### src/design/pvt_pkg.sv
// shared types, constants and helper functions for the polygon vertex transform
// no dependencies; imported by every module of the block

package pvt_pkg;

    // pixel range that transformed coordinates saturate to
    localparam int PIXEL_BITS = 16;

    // field widths
    localparam int VERT_W    = 16;
    localparam int COORD_W   = 16;
    localparam int ANGLE_W   = 16;
    localparam int SCALE_W   = 16;
    localparam int CENTER_W  = 24;
    localparam int CFG_W     = 24;
    localparam int CFG_IDX_W = 2;

    // datapath widths
    localparam int TRIG_W   = 18;            // sine and cosine, Q1.16
    localparam int Z_W      = 20;            // cordic angle and x/y, Q.16
    localparam int MUL_A_W  = 35;            // rotated coordinate, Q.24
    localparam int MUL_B_W  = 18;
    localparam int PROD_W   = MUL_A_W + MUL_B_W;
    localparam int SUM_W    = PROD_W + 1;
    localparam int FRAC_OUT = 32;            // fraction bits of the scaled sum
    localparam int CENTER_SHIFT = 24;        // Q.8 centre aligned to Q.32

    // cordic constants, Q.16
    localparam int CORDIC_STAGES = 16;
    localparam int STAGE_W       = $clog2(CORDIC_STAGES);
    localparam logic signed [Z_W-1:0] PI_Q16      = Z_W'(205887);
    localparam logic signed [Z_W-1:0] HALF_PI_Q16 = Z_W'(102944);
    localparam logic signed [Z_W-1:0] TWO_PI_Q16  = Z_W'(411775);
    localparam logic signed [Z_W-1:0] GAIN_Q16    = Z_W'(39797);
    localparam logic signed [Z_W-1:0] ONE_Q16     = Z_W'(65536);

    // configuration register indexes
    localparam logic [CFG_IDX_W-1:0] REG_ROTATION_ANGLE = 2'd0;
    localparam logic [CFG_IDX_W-1:0] REG_SCALE_FACTOR   = 2'd1;
    localparam logic [CFG_IDX_W-1:0] REG_CENTER_X       = 2'd2;
    localparam logic [CFG_IDX_W-1:0] REG_CENTER_Y       = 2'd3;

    localparam logic [SCALE_W-1:0] SCALE_RESET = SCALE_W'(256);

    typedef enum logic [2:0] {
        ST_IDLE,
        ST_TRIG,
        ST_MUL,
        ST_EMIT_SEG,
        ST_EMIT_CLOSE
    } pvt_state_t;

    typedef enum logic [1:0] {
        CS_IDLE,
        CS_REDUCE,
        CS_ITER,
        CS_FINISH
    } cordic_state_t;

    // arctangent of 2^-i, Q.16
    function automatic logic signed [Z_W-1:0] atan_q16(input logic [STAGE_W-1:0] i);
        logic signed [Z_W-1:0] v;
        begin
            case (i)
                4'd0:    v = Z_W'(51472);
                4'd1:    v = Z_W'(30385);
                4'd2:    v = Z_W'(16055);
                4'd3:    v = Z_W'(8150);
                4'd4:    v = Z_W'(4091);
                4'd5:    v = Z_W'(2047);
                4'd6:    v = Z_W'(1024);
                4'd7:    v = Z_W'(512);
                4'd8:    v = Z_W'(256);
                4'd9:    v = Z_W'(128);
                4'd10:   v = Z_W'(64);
                4'd11:   v = Z_W'(32);
                4'd12:   v = Z_W'(16);
                4'd13:   v = Z_W'(8);
                4'd14:   v = Z_W'(4);
                4'd15:   v = Z_W'(2);
                default: v = '0;
            endcase
            return v;
        end
    endfunction

    // add the centre, truncate toward zero to integer pixels, saturate
    function automatic logic [COORD_W-1:0] to_pixel(
        input logic signed [PROD_W-1:0]   scaled,
        input logic signed [CENTER_W-1:0] centre
    );
        logic signed [SUM_W-1:0]          sum;
        logic signed [SUM_W-FRAC_OUT-1:0] q;
        logic signed [63:0]               q64;
        logic signed [63:0]               hi;
        logic signed [63:0]               lo;
        begin
            sum = SUM_W'(scaled)
                + $signed({{(SUM_W-CENTER_W-CENTER_SHIFT){centre[CENTER_W-1]}},
                           centre, {CENTER_SHIFT{1'b0}}});
            q = sum[SUM_W-1:FRAC_OUT];
            if (sum[SUM_W-1] && (sum[FRAC_OUT-1:0] != '0))
                q = q + (SUM_W-FRAC_OUT)'(1);
            q64 = 64'(q);
            hi  = (64'sd1 <<< (PIXEL_BITS - 1)) - 64'sd1;
            lo  = -hi - 64'sd1;
            if (q64 > hi)
                q64 = hi;
            if (q64 < lo)
                q64 = lo;
            return q64[COORD_W-1:0];
        end
    endfunction

endpackage

### src/design/pvt_mul.sv
// shared signed multiplier with a registered product
// depends on pvt_pkg

module pvt_mul
    import pvt_pkg::*;
(
    input  logic                       clk,
    input  logic signed [MUL_A_W-1:0]  a,
    input  logic signed [MUL_B_W-1:0]  b,
    output logic signed [PROD_W-1:0]   prod
);

    logic signed [PROD_W-1:0] prod_reg;

    always_ff @(posedge clk)
    begin
        prod_reg <= PROD_W'(a) * PROD_W'(b);
    end

    assign prod = prod_reg;

endmodule

### src/design/pvt_cordic.sv
// iterative cordic: one shift-add stage reused for all iterations
// gives sine and cosine of a Q4.12 angle in Q1.16; depends on pvt_pkg

module pvt_cordic
    import pvt_pkg::*;
(
    input  logic                      clk,
    input  logic                      rst_n,
    input  logic                      start,
    input  logic signed [ANGLE_W-1:0] angle,
    output logic                      done,
    output logic signed [TRIG_W-1:0]  sine,
    output logic signed [TRIG_W-1:0]  cosine
);

    cordic_state_t state_reg, state_next;
    logic [STAGE_W-1:0] iter_reg;

    logic signed [Z_W-1:0] x_reg, y_reg, z_reg;
    logic                  neg_reg;
    logic signed [TRIG_W-1:0] sin_reg, cos_reg;

    logic signed [Z_W-1:0] z_wrap, z_fold;
    logic                  fold;
    logic signed [Z_W-1:0] dx, dy;
    logic signed [Z_W-1:0] xf, yf, xc, yc;

    // next state
    always_comb
    begin
        state_next = state_reg;
        case (state_reg)
            CS_IDLE:   if (start) state_next = CS_REDUCE;
            CS_REDUCE: state_next = CS_ITER;
            CS_ITER:   if (iter_reg == STAGE_W'(CORDIC_STAGES - 1)) state_next = CS_FINISH;
            CS_FINISH: state_next = CS_IDLE;
            default:   state_next = CS_IDLE;
        endcase
    end

    // outputs
    always_comb
    begin
        done = (state_reg == CS_FINISH);
    end

    // range reduction into [-pi, pi], then fold into [-pi/2, pi/2]
    always_comb
    begin
        if (z_reg > PI_Q16)
            z_wrap = z_reg - TWO_PI_Q16;
        else if (z_reg < -PI_Q16)
            z_wrap = z_reg + TWO_PI_Q16;
        else
            z_wrap = z_reg;

        if (z_wrap > HALF_PI_Q16)
        begin
            z_fold = z_wrap - PI_Q16;
            fold   = 1'b1;
        end
        else if (z_wrap < -HALF_PI_Q16)
        begin
            z_fold = z_wrap + PI_Q16;
            fold   = 1'b1;
        end
        else
        begin
            z_fold = z_wrap;
            fold   = 1'b0;
        end
    end

    assign dx = y_reg >>> iter_reg;
    assign dy = x_reg >>> iter_reg;

    // undo the fold and clamp to the unit range
    always_comb
    begin
        xf = neg_reg ? -x_reg : x_reg;
        yf = neg_reg ? -y_reg : y_reg;
        xc = (xf > ONE_Q16) ? ONE_Q16 : ((xf < -ONE_Q16) ? -ONE_Q16 : xf);
        yc = (yf > ONE_Q16) ? ONE_Q16 : ((yf < -ONE_Q16) ? -ONE_Q16 : yf);
    end

    always_ff @(posedge clk or negedge rst_n)
    begin
        if (!rst_n)
        begin
            state_reg <= CS_IDLE;
            iter_reg  <= '0;
            sin_reg   <= '0;
            cos_reg   <= '0;
        end
        else
        begin
            state_reg <= state_next;
            if (state_reg == CS_ITER)
                iter_reg <= iter_reg + STAGE_W'(1);
            else
                iter_reg <= '0;
            if (state_reg == CS_FINISH)
            begin
                sin_reg <= TRIG_W'(yc);
                cos_reg <= TRIG_W'(xc);
            end
        end
    end

    always_ff @(posedge clk)
    begin
        case (state_reg)
            CS_IDLE:
            begin
                z_reg <= Z_W'(angle) <<< 4;
            end
            CS_REDUCE:
            begin
                z_reg   <= z_fold;
                neg_reg <= fold;
                x_reg   <= GAIN_Q16;
                y_reg   <= '0;
            end
            CS_ITER:
            begin
                if (!z_reg[Z_W-1])
                begin
                    x_reg <= x_reg - dx;
                    y_reg <= y_reg + dy;
                    z_reg <= z_reg - atan_q16(iter_reg);
                end
                else
                begin
                    x_reg <= x_reg + dx;
                    y_reg <= y_reg - dy;
                    z_reg <= z_reg + atan_q16(iter_reg);
                end
            end
            default:
            begin
            end
        endcase
    end

    assign sine   = sin_reg;
    assign cosine = cos_reg;

endmodule

### src/design/polygon_vertex_transform.sv
// top level of the polygon vertex transform: sequencer, config registers, output stage
// depends on pvt_pkg, pvt_cordic and pvt_mul
//
//  channel   dir  handshake          payload
//  s_*       in   s_tvalid/s_tready  s_tdata: vertex_x[15:0] vertex_y[31:16]; s_tlast: last_vertex
//  m_*       out  m_tvalid/m_tready  m_tdata: start_x, start_y, end_x, end_y; m_tlast: final_segment
//  wr_*      in   wr_en              wr_index selects the register, wr_data its value
//
// a vertex is transferred in ST_IDLE, then runs its ST_MUL steps on the shared multiplier
// (four rotate products, two scale products, pixel conversion); the first vertex of a model
// first waits in ST_TRIG for the cordic, and each segment is loaded into the output register
// from ST_EMIT_SEG or ST_EMIT_CLOSE once that register is free
// reset is asynchronous and active low; it clears the model state and sine and cosine
// m_tready low holds the output register; the sequencer waits only to load a new segment

module polygon_vertex_transform
    import pvt_pkg::*;
(
    input  logic                  clk,
    input  logic                  rst_n,

    input  logic                  s_tvalid,
    output logic                  s_tready,
    input  logic [2*VERT_W-1:0]   s_tdata,   // vertex_x, vertex_y
    input  logic                  s_tlast,   // last_vertex

    output logic                  m_tvalid,
    input  logic                  m_tready,
    output logic [4*COORD_W-1:0]  m_tdata,   // start_x, start_y, end_x, end_y
    output logic                  m_tlast,   // final_segment

    input  logic                  wr_en,
    input  logic [CFG_IDX_W-1:0]  wr_index,
    input  logic [CFG_W-1:0]      wr_data
);

    // configuration
    logic signed [ANGLE_W-1:0]  angle_reg;
    logic [SCALE_W-1:0]         scale_reg;
    logic signed [CENTER_W-1:0] cx_reg, cy_reg;

    // sequencer
    pvt_state_t state_reg, state_next;
    logic [2:0] step_reg;
    logic       started_reg;   // a model is open
    logic       open_reg;      // the current vertex is not the first of its model

    // current vertex and datapath
    logic signed [VERT_W-1:0]  vx_reg, vy_reg;
    logic                      last_reg;
    logic signed [PROD_W-1:0]  t_reg;
    logic signed [MUL_A_W-1:0] rx_reg, ry_reg;
    logic [COORD_W-1:0]        px_reg, py_reg;
    logic [COORD_W-1:0]        first_x_reg, first_y_reg;
    logic [COORD_W-1:0]        prev_x_reg, prev_y_reg;

    // output register
    logic                  out_valid_reg;
    logic [4*COORD_W-1:0]  out_data_reg;
    logic                  out_last_reg;

    logic accept, out_free, trig_start, trig_done;
    logic load_seg, load_close;
    logic signed [TRIG_W-1:0]  sine, cosine;
    logic signed [MUL_A_W-1:0] mul_a;
    logic signed [MUL_B_W-1:0] mul_b;
    logic signed [PROD_W-1:0]  prod;

    assign out_free = !out_valid_reg || m_tready;
    assign accept   = s_tvalid && s_tready;

    pvt_cordic u_cordic (
        .clk    (clk),
        .rst_n  (rst_n),
        .start  (trig_start),
        .angle  (angle_reg),
        .done   (trig_done),
        .sine   (sine),
        .cosine (cosine)
    );

    pvt_mul u_mul (
        .clk  (clk),
        .a    (mul_a),
        .b    (mul_b),
        .prod (prod)
    );

    // next state
    always_comb
    begin
        state_next = state_reg;
        case (state_reg)
            ST_IDLE:
                if (accept)
                    state_next = started_reg ? ST_MUL : ST_TRIG;
            ST_TRIG:
                if (trig_done)
                    state_next = ST_MUL;
            ST_MUL:
                if (step_reg == 3'd7)
                begin
                    if (open_reg)
                        state_next = ST_EMIT_SEG;
                    else if (last_reg)
                        state_next = ST_EMIT_CLOSE;
                    else
                        state_next = ST_IDLE;
                end
            ST_EMIT_SEG:
                if (out_free)
                    state_next = last_reg ? ST_EMIT_CLOSE : ST_IDLE;
            ST_EMIT_CLOSE:
                if (out_free)
                    state_next = ST_IDLE;
            default:
                state_next = ST_IDLE;
        endcase
    end

    // sequencer outputs
    always_comb
    begin
        s_tready   = (state_reg == ST_IDLE);
        trig_start = (state_reg == ST_IDLE) && s_tvalid && !started_reg;
        load_seg   = (state_reg == ST_EMIT_SEG) && out_free;
        load_close = (state_reg == ST_EMIT_CLOSE) && out_free;
    end

    // multiplier operand schedule: rotate products, then scale products
    always_comb
    begin
        case (step_reg)
            3'd0:    begin mul_a = MUL_A_W'(vx_reg); mul_b = cosine; end
            3'd1:    begin mul_a = MUL_A_W'(vy_reg); mul_b = sine;   end
            3'd2:    begin mul_a = MUL_A_W'(vx_reg); mul_b = sine;   end
            3'd3:    begin mul_a = MUL_A_W'(vy_reg); mul_b = cosine; end
            3'd4:    begin mul_a = rx_reg; mul_b = $signed({2'b00, scale_reg}); end
            3'd5:    begin mul_a = ry_reg; mul_b = $signed({2'b00, scale_reg}); end
            default: begin mul_a = '0;     mul_b = '0; end
        endcase
    end

    // control state
    always_ff @(posedge clk or negedge rst_n)
    begin
        if (!rst_n)
        begin
            state_reg     <= ST_IDLE;
            step_reg      <= '0;
            started_reg   <= 1'b0;
            out_valid_reg <= 1'b0;
            angle_reg     <= '0;
            scale_reg     <= SCALE_RESET;
            cx_reg        <= '0;
            cy_reg        <= '0;
            first_x_reg   <= '0;
            first_y_reg   <= '0;
            prev_x_reg    <= '0;
            prev_y_reg    <= '0;
        end
        else
        begin
            state_reg <= state_next;

            if (state_reg == ST_MUL)
                step_reg <= step_reg + 3'd1;
            else
                step_reg <= '0;

            if (accept)
                started_reg <= 1'b1;
            else if (load_close)
                started_reg <= 1'b0;

            if (load_seg || load_close)
                out_valid_reg <= 1'b1;
            else if (m_tready)
                out_valid_reg <= 1'b0;

            // first vertex of a model: it opens the outline
            if ((state_reg == ST_MUL) && (step_reg == 3'd7) && !open_reg)
            begin
                first_x_reg <= px_reg;
                first_y_reg <= py_reg;
                prev_x_reg  <= px_reg;
                prev_y_reg  <= py_reg;
            end
            else if (load_seg)
            begin
                prev_x_reg <= px_reg;
                prev_y_reg <= py_reg;
            end

            if (wr_en)
            begin
                case (wr_index)
                    REG_ROTATION_ANGLE: angle_reg <= wr_data[ANGLE_W-1:0];
                    REG_SCALE_FACTOR:   scale_reg <= wr_data[SCALE_W-1:0];
                    REG_CENTER_X:       cx_reg    <= wr_data[CENTER_W-1:0];
                    REG_CENTER_Y:       cy_reg    <= wr_data[CENTER_W-1:0];
                    default:            ;
                endcase
            end
        end
    end

    // datapath
    always_ff @(posedge clk)
    begin
        if (accept)
        begin
            vx_reg   <= s_tdata[VERT_W-1:0];
            vy_reg   <= s_tdata[2*VERT_W-1:VERT_W];
            last_reg <= s_tlast;
            open_reg <= started_reg;
        end

        if (state_reg == ST_MUL)
        begin
            case (step_reg)
                3'd1:    t_reg  <= prod;                          // vx*cos
                3'd2:    rx_reg <= MUL_A_W'(t_reg - prod);        // - vy*sin
                3'd3:    t_reg  <= prod;                          // vx*sin
                3'd4:    ry_reg <= MUL_A_W'(t_reg + prod);        // + vy*cos
                3'd5:    px_reg <= to_pixel(prod, cx_reg);
                3'd6:    py_reg <= to_pixel(prod, cy_reg);
                default: ;
            endcase
        end

        if (load_seg)
        begin
            out_data_reg <= {py_reg, px_reg, prev_y_reg, prev_x_reg};
            out_last_reg <= 1'b0;
        end
        else if (load_close)
        begin
            out_data_reg <= {first_y_reg, first_x_reg, py_reg, px_reg};
            out_last_reg <= 1'b1;
        end
    end

    assign m_tvalid = out_valid_reg;
    assign m_tdata  = out_data_reg;
    assign m_tlast  = out_last_reg;

endmodule

### config.mk
export PLATFORM = sky130hd
export DESIGN_NAME = polygon_vertex_transform
export DESIGN_NICKNAME = d
export VERILOG_FILES = /design/src/design/pvt_pkg.sv /design/src/design/pvt_mul.sv /design/src/design/pvt_cordic.sv /design/src/design/polygon_vertex_transform.sv
export SDC_FILE = /design/constraint.sdc
export NUM_CORES = 2
export LEC_CHECK = 0
export BUFFER_PORTS_ARGS = -buffer_cell sky130_fd_sc_hd__buf_2
export CAP_MARGIN = 5
export CORE_MARGIN = 2
export CORE_UTILIZATION = 30
export DETAILED_ROUTE_END_ITERATION = 16
export GPL_TIMING_DRIVEN = 1
export PLACE_DENSITY = 0.52
export REMOVE_ABC_BUFFERS = 1
export SETUP_SLACK_MARGIN = 0.02
export SYNTH_ARGS = -nofsm -noshare
export SYNTH_HDL_FRONTEND = slang
export SYNTH_SLANG_ARGS = --single-unit
### constraint.sdc
create_clock -name clk -period 12.45 [get_ports clk]
set_clock_uncertainty 0.2 [all_clocks]
set_input_delay 1.245 -clock clk [delete_from_list [all_inputs] [get_ports clk]]
set_output_delay 1.245 -clock clk [all_outputs]
set_load 0.05 [all_outputs]
==> flow_metrics.tcl <==
set metrics [dict create \
    setup.worst_path.class "reg2reg" \
    worst-r2r-setup-slack_ns 1.95 \
    worstReg2RegStart "step_reg[2]" \
    yosys_warnings 0 \
    cts_made_buffers 61 \
    min_path_type "reg2reg" \
    via_per_inst 5.125 \
    fmax_mhz 95.25 \
    slowest_delay_ns 0.93 \
    dr.pass1.iters 5 \
    final_nets 7074 \
    syn_inst 6059 \
    min-delay-start "u_cordic.sine[0]" \
    worstSetupStartpointType "flop" \
    clock_latency_ns 0.70 \
    initial_core_util_pct 30.25 \
    synth_ff_type "edfxtp_1" \
    finalSetupTns_ns 0 \
    drtIter0Drc 3385 \
    place.gp.congestion 0.9127 \
    synth.avg_cell_area_um2 9.505 \
    netlist_area_mm2 0.05759 \
    rsz0062_at_grt "false" \
    setup.worst_path.end_class "flop" \
    max_cap_violations 0 \
    whs_path_depth 1 \
    cpMaxStageDelayCell "dfrtp_2" \
    place_hpwl_mm 133.4 \
    synth_edf_count 296 \
    required_ns 12.86 \
    grt_util_met1_pct 24.02 \
    clockBufferDepth 3 \
    r2r-end "u_mul.prod[52]" \
    die_y_um 442.2 \
    min_to "u_cordic.sine[0]" \
    cpLargestDelayFamily "compound AO/OA/AOI/OAI gates" \
    overflow 0 \
    cp.arrival_ns 10.91 \
    finalSetupViolations 0 \
    yosysTopAreaCell "fa_1" \
    cts-resized-gates 0 \
    cp-startpoint "step_reg[2]" \
    cts_tree "done" \
    die_area_mm2 0.1955 \
    fill_cells 19500 \
    antenna_found_initial 3 \
    drtAntennaViolNets 0 \
    clkTransAtPathRegs_ns 0.06 \
    use_met2_pct 29.21 \
    cts_max_level 2 \
    cpMostUsedCell "fa_1" \
    period_share_pct 84.32 \
    drt_wl_total_mm 171.9 \
    reg2reg_depth 29 \
    crit_buf_inv 6 \
    drc 0 \
    synth_cell_type_count 115 \
    yosysMostFrequentCell "inv_1" \
    synth.top_cell.area_share_pct 21.13 \
    cts.sinks 544 \
    numPortBuffers 130 \
    post_cts_buffers 0 \
    use_met3_pct 1.949 \
    max_slew_margin_pct 18.52 \
    largest_reg_flops 64 \
    tightestPinTransition_ns 1.218 \
    grt_pass1_vias 45490 \
    holdWs_ns 0.2932 \
    grt_use_total_pct 17.57 \
    busiest_layer "met2" \
    clock-root-buffer "clkbuf_16" \
    layout-drive-gt1-share_pct 10.97 \
    grt_pass1_wl_mm 270.6 \
    rows 160 \
    fin_crit_ns 10.50 \
    area_delta_synth_final_pct 9.429 \
    synth_area_leaders "fa_1 21%, edfxtp_1 15%, dfrtp_1 8.4%" \
    core_mm2 0.1904 \
    io_pins 131 \
    die_w_um 442.2 \
    grt_start_max_net_pins 78 \
    vias 44200 \
    cp_max_fo 46 \
    yosysSeqAreaShare_pct 25.74 \
    cts_hold_buf 0 \
    ys_ff_latch 544 \
    outcome "finished clean" \
    synth-async-reset-ratio_pct 35.66 \
    synth_common_cells "838 x inv_1, 608 x fa_1, 572 x nand2_1" \
    hold_viol 0 \
    slew_viol_final 0 \
    wl_per_cell_um 19.93 \
]
[area by class of cell]
cell class	count	area, um^2	area share, %
diodes	3	7.507	0.01191
clock buffers	73	1612	2.557
clock inverters	43	417.9	0.6631
inverters	843	3164	5.021
multi-input cells	4395	38580	61.21
flip-flops and latches	544	14830	23.53
well taps	2511	3142	4.985
repair buffers	212	1275	2.023
[through the flow]
stage / setup WS (ns) / std cells / utilization [%] / instance area, um^2
2_1_floorplan: 1.172 / 5782 / - / 56490
4_1_cts: 2.032 / 8621 / 33.10 / 63020
3_3_place_gp: 2.160 / 8505 / 32.03 / 60990
3_5_place_dp: 2.051 / 8505 / 32.03 / 60990
6_report: 1.952 / 8624 / 33.10 / 63020
5_1_grt: 1.405 / 8622 / 33.10 / 63020
[layer usage]
| layer | up-vias | wire length [um] |
|---|---|---|
| met1 | 22350 | 77010 |
| li1 | 20460 | - |
| met5 | - | 0 |
| met3 | 214 | 8768 |
| met4 | 0 | 5181 |
| met2 | 1175 | 80910 |
[cells by family after synthesis]
logic type,after synthesis,share of synthesized area [%]
compound gates,1108,13.22
mux,283,6.172
buf+inv,1120,7.417
xor+xnor,334,5.105
fa+ha+maj,953,28.63
flops,544,25.74
simple gates,1717,13.72
[cells in the final DEF, fill, tap and decap left out, types with 18 or more instances in the layout]
| cell | synthesis | layout |
|---|---|---|
| inv_1 | 838 | 837 |
| fa_1 | 608 | 608 |
| nand2_1 | 572 | 572 |
| nor2_1 | 545 | 542 |
| ha_1 | 345 | 344 |
| edfxtp_1 | 296 | 296 |
| a21oi_1 | 287 | 284 |
| mux2_2 | 217 | 217 |
| xnor2_1 | 208 | 208 |
| dfrtp_1 | 193 | 190 |
| o21ai_0 | 180 | 180 |
| buf_2 | 20 | 129 |
| xor2_1 | 124 | 124 |
| a21o_1 | 87 | 87 |
| nor3_1 | 86 | 85 |
| nand3_1 | 83 | 83 |
| buf_4 | 3 | 82 |
| nor2b_1 | 73 | 73 |
| clkbuf_16 | 0 | 61 |
| and2_1 | 57 | 57 |
| nand2b_1 | 56 | 56 |
| dfxtp_1 | 54 | 54 |
| o21a_1 | 49 | 49 |
| a31oi_1 | 47 | 47 |
| and3_1 | 47 | 46 |
| a211oi_1 | 43 | 43 |
| nand4_1 | 40 | 40 |
| mux4_2 | 36 | 36 |
| or3_1 | 35 | 34 |
| o21bai_1 | 32 | 32 |
| o2bb2ai_1 | 31 | 31 |
| mux2i_1 | 30 | 30 |
| o211ai_1 | 30 | 30 |
| a22oi_1 | 30 | 29 |
| nor4_1 | 29 | 29 |
| o31ai_1 | 28 | 28 |
| or2_2 | 25 | 25 |
| a221o_1 | 21 | 21 |
| a221oi_1 | 23 | 18 |
| o221ai_1 | 18 | 18 |
[worst register-to-register path: cells and delay by family, from the launching register on]
family | cells | cell delay (ns)
adder cells (fa/ha/maj) | 8 | 3.76
buffers and inverters | 6 | 0.91
AND/OR/NAND/NOR | 2 | 0.33
XOR/XNOR | 1 | 0.14
flip-flops | 1 | 0.93
AO/OA/AOI/OAI | 12 | 4.15
[worst max path at each step]
stage                     endpoint  slack, ns  depth (start not counted)
finish              u_mul.prod[52]       1.95                         29
global route        u_mul.prod[52]       1.40                         29
CTS                 u_mul.prod[52]       2.03                         29
detailed placement  u_mul.prod[52]       2.05                         29
global placement    u_mul.prod[52]       2.16                         29
floorplan           u_mul.prod[52]       1.17                         29
Power is not shown: default switching activity piles up to over one toggle a cycle in this logic, so the estimate is an artifact.
